===== src/hdl/mbet_pkg.sv =====
// ----------------------------------------------------------------------------
// mbet_pkg: shared types and constants for the Mandelbrot escape-time block
// Field widths, register indexes and reset values, and the command/status
// bundles between the controller and the datapath.
// ----------------------------------------------------------------------------
package mbet_pkg;

   localparam int IDX_W     = 12;   // row / column index
   localparam int STEP_W    = 29;   // real_step / imag_step
   localparam int ITER_W    = 16;   // max_iter / escape_count
   localparam int CSR_IDX_W = 2;
   localparam int CSR_DAT_W = 32;

   localparam logic [CSR_IDX_W-1:0] CSR_MAX_ITER  = 2'd0;
   localparam logic [CSR_IDX_W-1:0] CSR_REAL_STEP = 2'd1;
   localparam logic [CSR_IDX_W-1:0] CSR_IMAG_STEP = 2'd2;

   localparam logic [ITER_W-1:0] MAX_ITER_RESET = 16'd256;
   localparam logic [STEP_W-1:0] STEP_RESET     = 29'd262144;

   typedef struct packed {
      logic capture;   // latch clamped indexes of an accepted request
      logic coord;     // index * step products
      logic init;      // form c, clear z and k
      logic mul;       // squares and cross product of z
      logic update;    // new z, k + 1, escape tests
      logic emit;      // move result into the output register
   } mbet_cmd_type;

   typedef struct packed {
      logic finish;    // valid with cmd.update: iteration loop ends
   } mbet_sts_type;

endpackage


===== src/hdl/mbet_ctrl.sv =====
// ----------------------------------------------------------------------------
// mbet_ctrl: escape-time controller
// Sequences one request through coordinate setup and the multiply/update
// loop, and owns the request stall and the result valid.
// ----------------------------------------------------------------------------
module mbet_ctrl (
   input  logic                    clock,
   input  logic                    reset,
   input  logic                    req_valid,
   output logic                    req_stall,
   output logic                    rsp_valid,
   input  logic                    rsp_stall,
   output mbet_pkg::mbet_cmd_type  cmd,
   input  mbet_pkg::mbet_sts_type  sts
);
   import mbet_pkg::*;

   typedef enum logic [5:0] {
      ST_IDLE  = 6'b000001,
      ST_COORD = 6'b000010,
      ST_INIT  = 6'b000100,
      ST_MUL   = 6'b001000,
      ST_UPD   = 6'b010000,
      ST_DONE  = 6'b100000
   } mbet_state_type;

   mbet_state_type state_ff, state_in;
   logic           rsp_valid_ff, rsp_valid_in;
   logic           slot_free;

   assign slot_free = !rsp_valid_ff || !rsp_stall;

   always_comb begin
      cmd         = '0;
      state_in    = state_ff;
      case (state_ff)
         ST_IDLE: begin
            cmd.capture = req_valid;
            if (req_valid) begin
               state_in = ST_COORD;
            end
         end
         ST_COORD: begin
            cmd.coord = 1'b1;
            state_in  = ST_INIT;
         end
         ST_INIT: begin
            cmd.init = 1'b1;
            state_in = ST_MUL;
         end
         ST_MUL: begin
            cmd.mul  = 1'b1;
            state_in = ST_UPD;
         end
         ST_UPD: begin
            cmd.update = 1'b1;
            state_in   = sts.finish ? ST_DONE : ST_MUL;
         end
         ST_DONE: begin
            cmd.emit = slot_free;
            if (slot_free) begin
               state_in = ST_IDLE;
            end
         end
         default: begin
            state_in = ST_IDLE;
         end
      endcase
   end

   always_comb begin
      if (cmd.emit) begin
         rsp_valid_in = 1'b1;
      end else if (!rsp_stall) begin
         rsp_valid_in = 1'b0;
      end else begin
         rsp_valid_in = rsp_valid_ff;
      end
   end

   always_ff @(posedge clock) begin
      if (reset) begin
         state_ff     <= ST_IDLE;
         rsp_valid_ff <= 1'b0;
      end else begin
         state_ff     <= state_in;
         rsp_valid_ff <= rsp_valid_in;
      end
   end

   assign req_stall = (state_ff != ST_IDLE);
   assign rsp_valid = rsp_valid_ff;

endmodule


===== config.mk =====
export PLATFORM = sky130hd
export DESIGN_NAME = mbet_ctrl
export DESIGN_NICKNAME = d
export VERILOG_FILES = /design/src/hdl/mbet_pkg.sv /design/src/hdl/mbet_ctrl.sv
export SDC_FILE = /design/constraint.sdc
export NUM_CORES = 1
export LEC_CHECK = 0
export BUFFER_PORTS_ARGS = -buffer_cell sky130_fd_sc_hd__buf_2
export CAP_MARGIN = 20
export CORE_AREA = 2 2 39 41
export CTS_CLUSTER_DIAMETER = 30
export DETAILED_ROUTE_END_ITERATION = 7
export DIE_AREA = 0 0 41 43
export HOLD_SLACK_MARGIN = 0.15
export PLACE_DENSITY_LB_ADDON = 0.1
export RECOVER_POWER = 50
export SYNTH_ARGS = -nofsm -noshare
export SYNTH_HDL_FRONTEND = slang
export SYNTH_SLANG_ARGS = --single-unit

===== constraint.sdc =====
create_clock -name clock -period 5.25 [get_ports clock]
set_clock_uncertainty 0.15 [all_clocks]
set_input_delay 0.2625 -clock clock [delete_from_list [all_inputs] [get_ports clock]]
set_output_delay 0.2625 -clock clock [all_outputs]
set_load 0.05 [all_outputs]

# --- Yosys cells after proc, flatten, opt, wreduce, memory -nomap -nowiden ---
# Cells that the tools add are included.
op_classes:
  n_eq_ne: 10
  mux: 12
  n_reduce_logical: 4
op_table:
  columns: ["operator", "n"]
  rows:
  - ["$pmux W6 S6", 1]
  - ["$mux W6", 3]
  - ["$mux W1", 8]
  - ["$eq A6 B1 Y1 const B", 1]
  - ["$eq A6 B2 Y1 const B", 1]
  - ["$eq A6 B3 Y1 const B", 1]
  - ["$eq A6 B4 Y1 const B", 1]
  - ["$eq A6 B5 Y1 const B", 1]
  - ["$eq A6 B6 Y1 const B", 1]
  - ["$ne A6 B1 Y1 const B", 1]
  - ["$ne A2 B2 Y1 const B", 2]
  - ["$logic_not A1 Y1", 2]
  - ["$ne A2 B1 Y1 const B", 1]
  - ["$reduce_and A2 Y1", 1]
  - ["$logic_or A1 B1 Y1", 1]
totals:
  output_inout_bits: 8
  input_bits: 5
  wordCells: 28
  register_bits: 7

# --- Logic depth before layout (Yosys ltp) ---
# Gate-level depths: netlist of run 1.
logic_depth:
  depth_word: 4
  ltp_mapped: 4
  ltp_nobuf: 4

# --- Worst setup path before layout of run 1 ---
# OpenSTA, ideal clock, no wires.
synth_path:
  path_type: "reg2reg"
  startpoint: "register state_ff[2]"
  endpoint: "register state_ff[5]"
  path_buffers: 0
  arrival_time_ns: 2.484
  stages_incl_launch_ff: 5
  path_slack_ns: 2.531
  setup_ns: 0.086
  cell_sequence: "dfxtp_1 or4b_2 nor3_1 nand2_1 a211oi_1"
synth_between:
  elab_chain_len: 3
  elab_cells_between_ends: 10
synth_rtl:
  columns: ["item", "line", "rtl"]
  rows:
  - ["from (decl)", "mbet_ctrl.sv:27", "mbet_state_type state_ff, state_in;"]
  - ["from (signal assigned)", "mbet_ctrl.sv:86", "state_ff <= state_in;"]
  - ["$eq A6 B6 Y1 / $eq A6 B1 Y1 (equally long branches)", "mbet_ctrl.sv:36", "case (state_ff)"]
  - ["$ne A2 B2 Y1 (no line)", null, null]
  - ["$reduce_and A2 Y1 (no line)", null, null]
# Parallel ways exist; a longest one is shown, timed or not.
# A chain may end at the register's enable or synchronous reset.

==> metrics.md, run 1 <==
| Metric | Value |
|---|---|
| Maximum VDD drop | 0.0000997 V |
| Core Box Area | 1380 µm² |
| Asr flop ratio synth | 0% |
| PnR worst setup slack | 2.86 ns |
| CP Capture Type | primary output |
| Post-synth top area cell | dfxtp_1 |
| Reg area | 140 µm² |
| Gpl congestion | 0.782 |
| Syn_nets | 47 |
| Worst Max-Slew Pin Slew | 0.604 ns |
| Die Ht | 43 µm |
| Starting Density | 27.4% |
| Max Slew Vio Count | 0 |
| Overall routing resource usage | 11.3% |
| Layout cells sized above 1 | 28.3% |
| Worst hold slack | 0.159 ns |
| Worst Path Arrival | 1.98 ns |
| Register area share after synthesis | 37.0% |
| Flops & latches, synth | 7 |
| Port Buffers | 12 |
| Utilization after layout | 36.1% |
| CP Data Required Time | 4.84 ns |
| Synth unique cells | 22 |
| Worst-Skew Late Latency | 0.25 ns |
| Status | finished clean |
| Drt wl/cell | 11.3 µm |
| Post-synth EDFFs | 0 |
| DR DRC count | 0 |
| Vias per cell | 4.80 |
| Pwr dens | 307 nW/µm² |
| Min Clock Period, post-route | 2.39 ns |
| Non-Filler Instances | 76 |
| Io pins | 13 |
| Diode count | 0 |
| Synth Area in Adders | 0% |
| Largest net degree at the start of global routing | 9 |
| Hold WC Path Type | in -> reg |
| Most frequent cell after synthesis | dfxtp_1 |
| Share of the synthesized area in the top cell type | 37.0% |
| Via count | 365 |
| Post-CTS Setup Bufs | 0 |
| # setup viols final | 0 |
| Die W | 41 µm |
| Number of hold violations in the final report | 0 |
| Post-synthesis xor/xnor area fraction | 2.31% |
| Placement Setup Slack | 3.16 ns |
| Nets | 66 |
| GRT overflow | 0 |
| Clock Tree Buf Depth | 2 |
| Relative slew slack | 59.9% |
| DRT antenna net count | 0 |
| CTS Sinks | 7 |
| Routed WL | 861 µm |
| First-pass GRT wire length | 1.28 mm |
| Design area | 499 µm² |
| P&R area growth vs syn | 31.7% |
| Setup crit start kind | register |
| Compound-cell area share of the yosys netlist | 14.5% |
| Main combinational cell family by area after synthesis | simple AND/OR/NAND/NOR gates |
| Number of buffers created by CTS | 3 |
| Leakage | 0.217 nW |
| Crit Path Category | reg -> out |
| Area taken by multi-input logic gates | 220 µm² |
| Placed Instances | 69 |
| Synth Instances | 42 |
| Achievable frequency | 419 MHz |
| Clock root cell | clkbuf_4 |
| CP max stage delay | 0.58 ns |
| Filler cells | 155 |
| FP Rows | 14 |
| Setup TNS | 0 ns |
| Die ar. | 1760 µm² |
| Crit-path max FO | 6 |
| Final Total Pwr | 0.154 mW |
| Cell area after synthesis | 379 µm² |
| Dpl cell area | 452 µm² |
| Crit share post-route | 45.5% |
| Iter 0 DRT Violations | 8 |
| Post-CTS sizing | 0 |
| CP max stage cell | or4_1 |
| RSZ-0062 raised after global routing | false |
| Mux contribution to synthesized area | 0% |
| Pre-antenna DRT Iters | 4 |
| Crit path cell chain | or4_1 > or3b_4 > a21oi_1 > buf_2 |
| Post-cts hold buffer count | 3 |
| Simple-Gate Fraction of Synth Area | 42.2% |
| Worst-path clk slew | 0.05 ns |
| H-tree depth | 1 |
| Number of max-cap violations | 0 |
| Ys flop type | dfxtp_1 |
| CTS tree | built |
| Synth cell count leaders | dfxtp_1, nor3_1, a21oi_1, and3b_2, nand2b_1 |
| Post-Syn Area per Cell | 9.03 µm² |
| Yosys warnings | 0 |
| Synth top area cells | dfxtp_1, and3b_2, nor3_1, or4b_2, nand2b_1 |
| Antenna violations before repair | 0 |
| Vias in the first global route | 288 |
==> cell families after synthesis <==
group / after synthesis
AND/OR/NAND/NOR: 23
AO/OA/AOI/OAI: 8
buffers and inverters: 3
flip-flops: 7
XOR/XNOR: 1
==> power by group <==
group / switching, mW / internal (mW)
clock network: 0.0192 / 0.0290
registers: 0.00570 / 0.0567
logic: 0.0282 / 0.0147
total: 0.0531 / 0.100
==> worst max-delay path, delay by kind of cell (launching register included) <==
kind                   cells  cell delay [ns]
AO/OA/AOI/OAI              1             0.12
buffers and inverters      1             0.27
AND/OR/NAND/NOR            2             0.98
flip-flops                 1             0.35
==> layout by cell type (no fill, tap or decap), drive strengths merged <==
cell         Yosys  routed
nand2b           3       3
o21ba            1       1
dlygate4sd3      0       3
a311o            1       1
clkbuf           0       8
nor2             2       2
inv              2       2
o21ai            1       1
a211oi           2       2
and2             1       1
or4b             2       2
nor3             4       4
nor2b            1       1
and3b            3       3
nand3b           1       1
a21oi            3       3
xnor2            1       1
or3b             1       1
nand2            2       2
or2b             1       1
nor4             1       1
buf              1       8
dfxtp            7       7
or4              1       1
==> layout make-up <==
type                            count  share of cell area [%]
Multi-Input combinational cell     32                    44.1
Sequential cell                     7                    28.1
Timing Repair Buffer               15                    17.0
Clock buffer                        4                    5.26
Tap cell                           16                    4.01
Inverter                            2                    1.50
==> worst paths after layout <==
check,from,end,slack [ns],cells after the start
setup / recovery,state_ff[2],cmd[0],2.86,4
hold / removal,rsp_stall,rsp_valid,0.16,3
setup reg to reg,state_ff[2],state_ff[3],2.94,5
hold reg to reg,rsp_valid,rsp_valid,0.35,2
==> state kept, by name, indices dropped and copies added (netlist names) <==
signal,flops
state_ff,6
rsp_valid,1
==> layer usage <==
metal  vias to the layer above  track usage [%]  wire length (µm)
met5                         -                0                 0
met1                       162             15.6               438
met4                         0             10.0                10
li1                        191                -                 -
met3                         2             3.14                42
met2                        10             13.4               371
(Power assumes the default switching activity.)
==> run 2: changes to the inputs <==
==> constraint.sdc (replaced) <==
create_clock -name clock -period 2.1 [get_ports clock]
set_clock_uncertainty 0.15 [all_clocks]
set_input_delay 0.105 -clock clock [delete_from_list [all_inputs] [get_ports clock]]
set_output_delay 0.105 -clock clock [all_outputs]
set_load 0.05 [all_outputs]
==> run 2 against run 1 <==
Die area stayed put. Non-clock buffer count rose by 8. Sequential share of layout area decreased by 5.4 points. Critical endpoint is now state_ff[0]. Register-to-register slack lost 2.9 ns. Sequential power increased to 2.6 times the previous value. Via count is 9.3% higher. Routed wire length grew 13%. Power increased to 2.7 times the previous value. Final area rose by 24%. First-iteration DRC count decreased by 50%. Count of clock-buffer cells in the layout fell by 1. Flip-flop and latch count stayed put.
==> metrics.md, run 2 (same netlist as run 1, synthesis figures left out) <==
| Metric | Value |
|---|---|
| Io pins | 13 (unchanged) |
| Number of hold violations in the final report | 0 (unchanged) |
| FF-to-FF setup slack | 0.03 ns (was 2.94 ns) |
| CTS Sinks | 7 (unchanged) |
| Worst Path Arrival | 2.07 ns (was 1.98 ns) |
| Crit share post-route | 98.6% |
| CP Data Required Time | 2.10 ns (was 4.84 ns) |
| Gpl congestion | 0.708 (was 0.782) |
| Final Total Pwr | 0.421 mW (was 0.154 mW) |
| Achievable frequency | 483 MHz |
| Number of buffers created by CTS | 3 (unchanged) |
| P&R area growth vs syn | 63.4% (was 31.7%) |
| Antenna violations before repair | 0 (unchanged) |
| Largest net degree at the start of global routing | 8 (was 9) |
| Relative slew slack | 60.5% (was 59.9%) |
| WHS Path Cells | 2 (was 3) |
| Die W | 41 µm (unchanged) |
| GRT overflow | 0 (unchanged) |
| Overall routing resource usage | 13.3% (was 11.3%) |
| Most frequent cells in the layout | buf_2, buf_4, dfxtp_1 (was buf_2, dfxtp_1, clkbuf_1) |
| Crit-path max FO | 4 (was 6) |
| Commonest non-fill, non-tap cell in the layout | buf_2 (unchanged) |
| Max Slew Vio Count | 0 (unchanged) |
| Setup crit start kind | register (unchanged) |
| Pre-antenna DRT Iters | 3 (was 4) |
| Port Buffers | 12 (unchanged) |
| Diode count | 0 (unchanged) |
| CTS tree | built (unchanged) |
| Die Ht | 43 µm (unchanged) |
| Min-Delay Startpoint | rsp_valid (was rsp_stall) |
| Clock root cell | clkbuf_4 (unchanged) |
| Status | finished clean (unchanged) |
| Crit Path Category | reg -> reg (was reg -> out) |
| Hold WC Path Type | reg -> reg (was in -> reg) |
| Leakage | 0.275 nW (was 0.217 nW) |
| DP HPWL | 723 µm |
| Worst-Skew Late Latency | 0.26 ns (was 0.25 ns) |
| Flip-flop count of the largest register after layout | 6 (unchanged) |
| DRT antenna net count | 0 (unchanged) |
| Via count | 399 (was 365) |
| FF-to-FF path depth | 4 (was 5) |
| Starting Density | 27.4% (unchanged) |
| Vias per cell | 4.75 (was 4.80) |
| Vias in the first global route | 346 (was 288) |
| Dpl cell area | 512 µm² (was 452 µm²) |
| Worst Max-Slew Pin Slew | 0.595 ns (was 0.604 ns) |
| Pwr dens | 680 nW/µm² (was 307 nW/µm²) |
| RSZ-0062 raised after global routing | true (was false) |
| Clock Tree Buf Depth | 2 (unchanged) |
| # setup viols final | 0 (unchanged) |
| Core Box Area | 1380 µm² (unchanged) |
| FF-to-FF End | state_ff[0] (was state_ff[3]) |
| RR Startpoint | state_ff[4] (was state_ff[2]) |
| First-pass GRT wire length | 1.50 mm (was 1.28 mm) |
| Drt wl/cell | 11.6 µm (was 11.3 µm) |
| Maximum VDD drop | 0.000376 V (was 0.0000997 V) |
| FP Rows | 14 (unchanged) |
| Number of max-cap violations | 0 (unchanged) |
| Die ar. | 1760 µm² (unchanged) |
| DR DRC count | 0 (unchanged) |
| Nets | 74 (was 66) |
| H-tree depth | 1 (unchanged) |
| Layout cells sized above 1 | 48.5% (was 28.3%) |
| Most flop-heavy register | state_ff (unchanged) |
| Worst-path clk slew | 0.06 ns (was 0.05 ns) |
| Iter 0 DRT Violations | 4 (was 8) |
| Worst-case hold path end point | rsp_valid (unchanged) |
| Min Clock Period, post-route | 2.07 ns |
| CP Capture Type | register (was primary output) |
| Routed WL | 977 µm (was 861 µm) |
| Design area | 619 µm² (was 499 µm²) |
[run 2: power by group]
part / internal (mW) / switching [mW]
combinational: 0.0557 / 0.0775
sequential: 0.141 / 0.0190
clock: 0.0700 / 0.0575
total: 0.267 / 0.154
[run 2: how the worst max path moves through the flow]
stage / start / to / slack [ns] / cells after the start
CTS: state_ff[2] / cmd[1] / 0.02 / 4
floorplan: state_ff[2] / state_ff[5] / 0.07 / 4
detailed placement: state_ff[2] / state_ff[0] / 0.07 / 4
global placement: state_ff[2] / state_ff[0] / 0.08 / 4
finish: state_ff[4] / state_ff[0] / 0.03 / 4
global route: state_ff[4] / cmd[0] / -0.04 / 4
[run 2: metal layers]
metal / up-vias / GRT usage, % / wire (µm)
li1: 206 / - / -
met1: 181 / 16.3 / 459
met2: 12 / 18.1 / 445
met3: 0 / 9.42 / 72
met4: 0 / 4.00 / 0
met5: - / 0 / 0
[run 2: timing repair]
action / in CTS / in global routing
hold buffers: 4 / 0
buffers inserted: 0 / 2
resized for setup: 4 / 5
pin swaps: 0 / 3
gates cloned: 0 / 0
endpoints found under the hold margin: 7 / 0
setup endpoints to repair: 3 / 4
[run 2: per-stage QoR]
stage | TNS (ns) | worst slack (ns) | hold WS [ns] | util [%] | cells
final | 0 | 0.0299 | 0.364 | 44.8 | 84
after global routing | -0.0603 | -0.0390 | 0.406 | 44.8 | 84
after CTS | 0 | 0.0174 | 0.366 | 42.7 | 82
after detailed placement | 0 | 0.0735 | 0.219 | 37.0 | 74
after global placement | 0 | 0.0823 | 0.221 | 37.0 | 74
after floorplan | 0 | 0.0702 | 0.0241 | - | 42
[run 2: critical path, cell delays in order, from the launching register on]
cell and delay, ns:
dfxtp_1 0.31, or4_4 0.53, or3b_4 0.42, o21ba_2 0.25, a311o_1 0.30
[run 2: area by class of cell]
class                           count  area, µm²
Clock buffer                        3       22.5
Clock inverter                      1       5.00
Fill cell                         142        764
Inverter                            2       7.51
Multi-Input combinational cell     32        254
Sequential cell                     7        140
Tap cell                           16       20.0
Timing Repair Buffer               23        170
==> run 3: changes to the inputs <==
==> constraint.sdc (replaced) <==
create_clock -name clock -period 2.5 [get_ports clock]
set_clock_uncertainty 0.15 [all_clocks]
set_input_delay 0.125 -clock clock [delete_from_list [all_inputs] [get_ports clock]]
set_output_delay 0.125 -clock clock [all_outputs]
set_load 0.05 [all_outputs]
==> run 3 against run 2 <==
Routed wire length is 9.1% lower. First-iteration DRC count is 50% lower. Sequential power is 17% lower. Non-clock buffer count is 7 lower. Worst setup slack better by 0.25 ns. Final area is 17% lower. Count of clock-buffer cells in the layout is 1 higher. Utilization is 7.4 points lower. Register-to-register slack better by 0.28 ns. Combinational power is 30% lower. Critical endpoint is now cmd[5]. Largest power group unchanged.
==> metrics.md, run 3 (same netlist as run 1, synthesis figures left out) <==
| Metric | Value |
|---|---|
| Min Clock Period, post-route | 2.22 ns |
| Non-Filler Instances | 77 (was 84) |
| Drt wl/cell | 11.5 µm (was 11.6 µm) |
| Layout cells sized above 1 | 29.5% (was 48.5%) |
| Starting Density | 27.4% (unchanged) |
| Worst Path Arrival | 1.94 ns (was 2.07 ns) |
| Post-CTS sizing | 0 (was 4) |
| Vias in the first global route | 309 (was 346) |
| Max Slew Vio Count | 0 (unchanged) |
| Post-CTS Setup Bufs | 0 (unchanged) |
| RSZ-0062 raised after global routing | false (was true) |
| Port Buffers | 12 (unchanged) |
| Final Total Pwr | 0.328 mW (was 0.421 mW) |
| P&R area growth vs syn | 36.3% (was 63.4%) |
| PnR worst setup slack | 0.281 ns (was 0.0299 ns) |
| Relative slew slack | 60.7% (was 60.5%) |
| Gpl congestion | 0.742 (was 0.708) |
| Via count | 369 (was 399) |
| DP HPWL | 628 µm (was 723 µm) |
| CTS tree | built (unchanged) |
| Diode count | 0 (unchanged) |
| Setup crit start kind | register (unchanged) |
| Largest net degree at the start of global routing | 9 (was 8) |
| Leakage | 0.218 nW (was 0.275 nW) |
| Number of hold violations in the final report | 0 (unchanged) |
| Vias per cell | 4.79 (was 4.75) |
| Worst Max-Slew Pin Slew | 0.591 ns (was 0.595 ns) |
| FP Rows | 14 (unchanged) |
| Status | finished clean (unchanged) |
| Crit share post-route | 88.8% |
| Post-cts hold buffer count | 4 (unchanged) |
| Nets | 67 (was 74) |
| Die ar. | 1760 µm² (unchanged) |
| Hold WC Path Type | in -> reg (was reg -> reg) |
| Crit-path max FO | 6 (was 4) |
| Dpl cell area | 462 µm² (was 512 µm²) |
| Clock Tree Buf Depth | 2 (unchanged) |
| Worst-Skew Late Latency | 0.25 ns (was 0.26 ns) |
| Worst hold slack | 0.228 ns (was 0.364 ns) |
| GRT overflow | 0 (unchanged) |
| H-tree depth | 1 (unchanged) |
| Die W | 41 µm (unchanged) |
| FF-to-FF setup slack | 0.31 ns (was 0.03 ns) |
| Worst-path clk slew | 0.05 ns (was 0.06 ns) |
| First-pass GRT wire length | 1.35 mm (was 1.50 mm) |
| Utilization after layout | 37.3% (was 44.8%) |
| Overall routing resource usage | 12.0% (was 13.3%) |
| Maximum VDD drop | 0.000282 V (was 0.000376 V) |
| Placement Setup Slack | 0.411 ns (was 0.0735 ns) |
| Most frequent cells in the layout | buf_2, dfxtp_1, clkbuf_1 (was buf_2, buf_4, dfxtp_1) |
| Placed Instances | 69 (was 74) |
| CP Data Required Time | 2.23 ns (was 2.10 ns) |
| Setup TNS | 0 ns (unchanged) |
| Core Box Area | 1380 µm² (unchanged) |
| Clock root cell | clkbuf_4 (unchanged) |
| Crit Path Category | reg -> out (was reg -> reg) |
| Iter 0 DRT Violations | 2 (was 4) |
| Achievable frequency | 451 MHz |
| Number of max-cap violations | 0 (unchanged) |
| Io pins | 13 (unchanged) |
| CP Capture Type | primary output (was register) |
| Pre-antenna DRT Iters | 4 (was 3) |
| Number of buffers created by CTS | 3 (unchanged) |
| DRT antenna net count | 0 (unchanged) |
| Most flop-heavy register | state_ff (unchanged) |
| CTS Sinks | 7 (unchanged) |
| Antenna violations before repair | 0 (unchanged) |
| Flip-flop count of the largest register after layout | 6 (unchanged) |
| Die Ht | 43 µm (unchanged) |
| Pwr dens | 635 nW/µm² (was 680 nW/µm²) |
| Routed WL | 888 µm (was 977 µm) |
| DR DRC count | 0 (unchanged) |
| # setup viols final | 0 (unchanged) |
| Design area | 517 µm² (was 619 µm²) |
run 3: cell types whose count changed in the layout (fill, tap and decap cells not counted), moves of 2 or more:
| cell | change |
|---|---|
| nor3_4 | -2 |
| clkbuf_1 | +5 |
| buf_6 | -3 |
| buf_4 | -7 |
run 3: power breakdown:
part,internal [mW],leakage [nW],switching [mW],total [mW]
combinational,0.0332,0.146,0.0604,0.0937
clock,0.0608,0.0150,0.0410,0.102
sequential,0.119,0.0570,0.0136,0.133
run 3: layer usage:
metal / vias up / share of wire, % / GRT usage (%)
li1: 191 / - / -
met1: 162 / 46 / 15.2
met2: 14 / 45 / 15.9
met3: 2 / 7.4 / 7.85
met4: 0 / 1.1 / 4.00
met5: - / 0 / 0
run 3: final cells by class:
type                            instances  area, µm²
Multi-Input combinational cell         32        229
Inverter                                2       7.51
Sequential cell                         7        140
Clock buffer                            4       26.3
Fill cell                             141        867
Tap cell                               16       20.0
Timing Repair Buffer                   16       93.8
run 3: path summary, 6_finish.rpt:
path,startpoint,endpoint,cells after the start
max,state_ff[2],cmd[5],4
min,rsp_stall,state_ff[5],4
max reg2reg,state_ff[2],rsp_valid,4
min reg2reg,state_ff[2],state_ff[3],2
run 3: critical path: stages (launching register included):
cell and delay (ns):
dfxtp_1 0.35, or4_4 0.56, nor2_1 0.15, and2_0 0.17, clkbuf_1 0.47
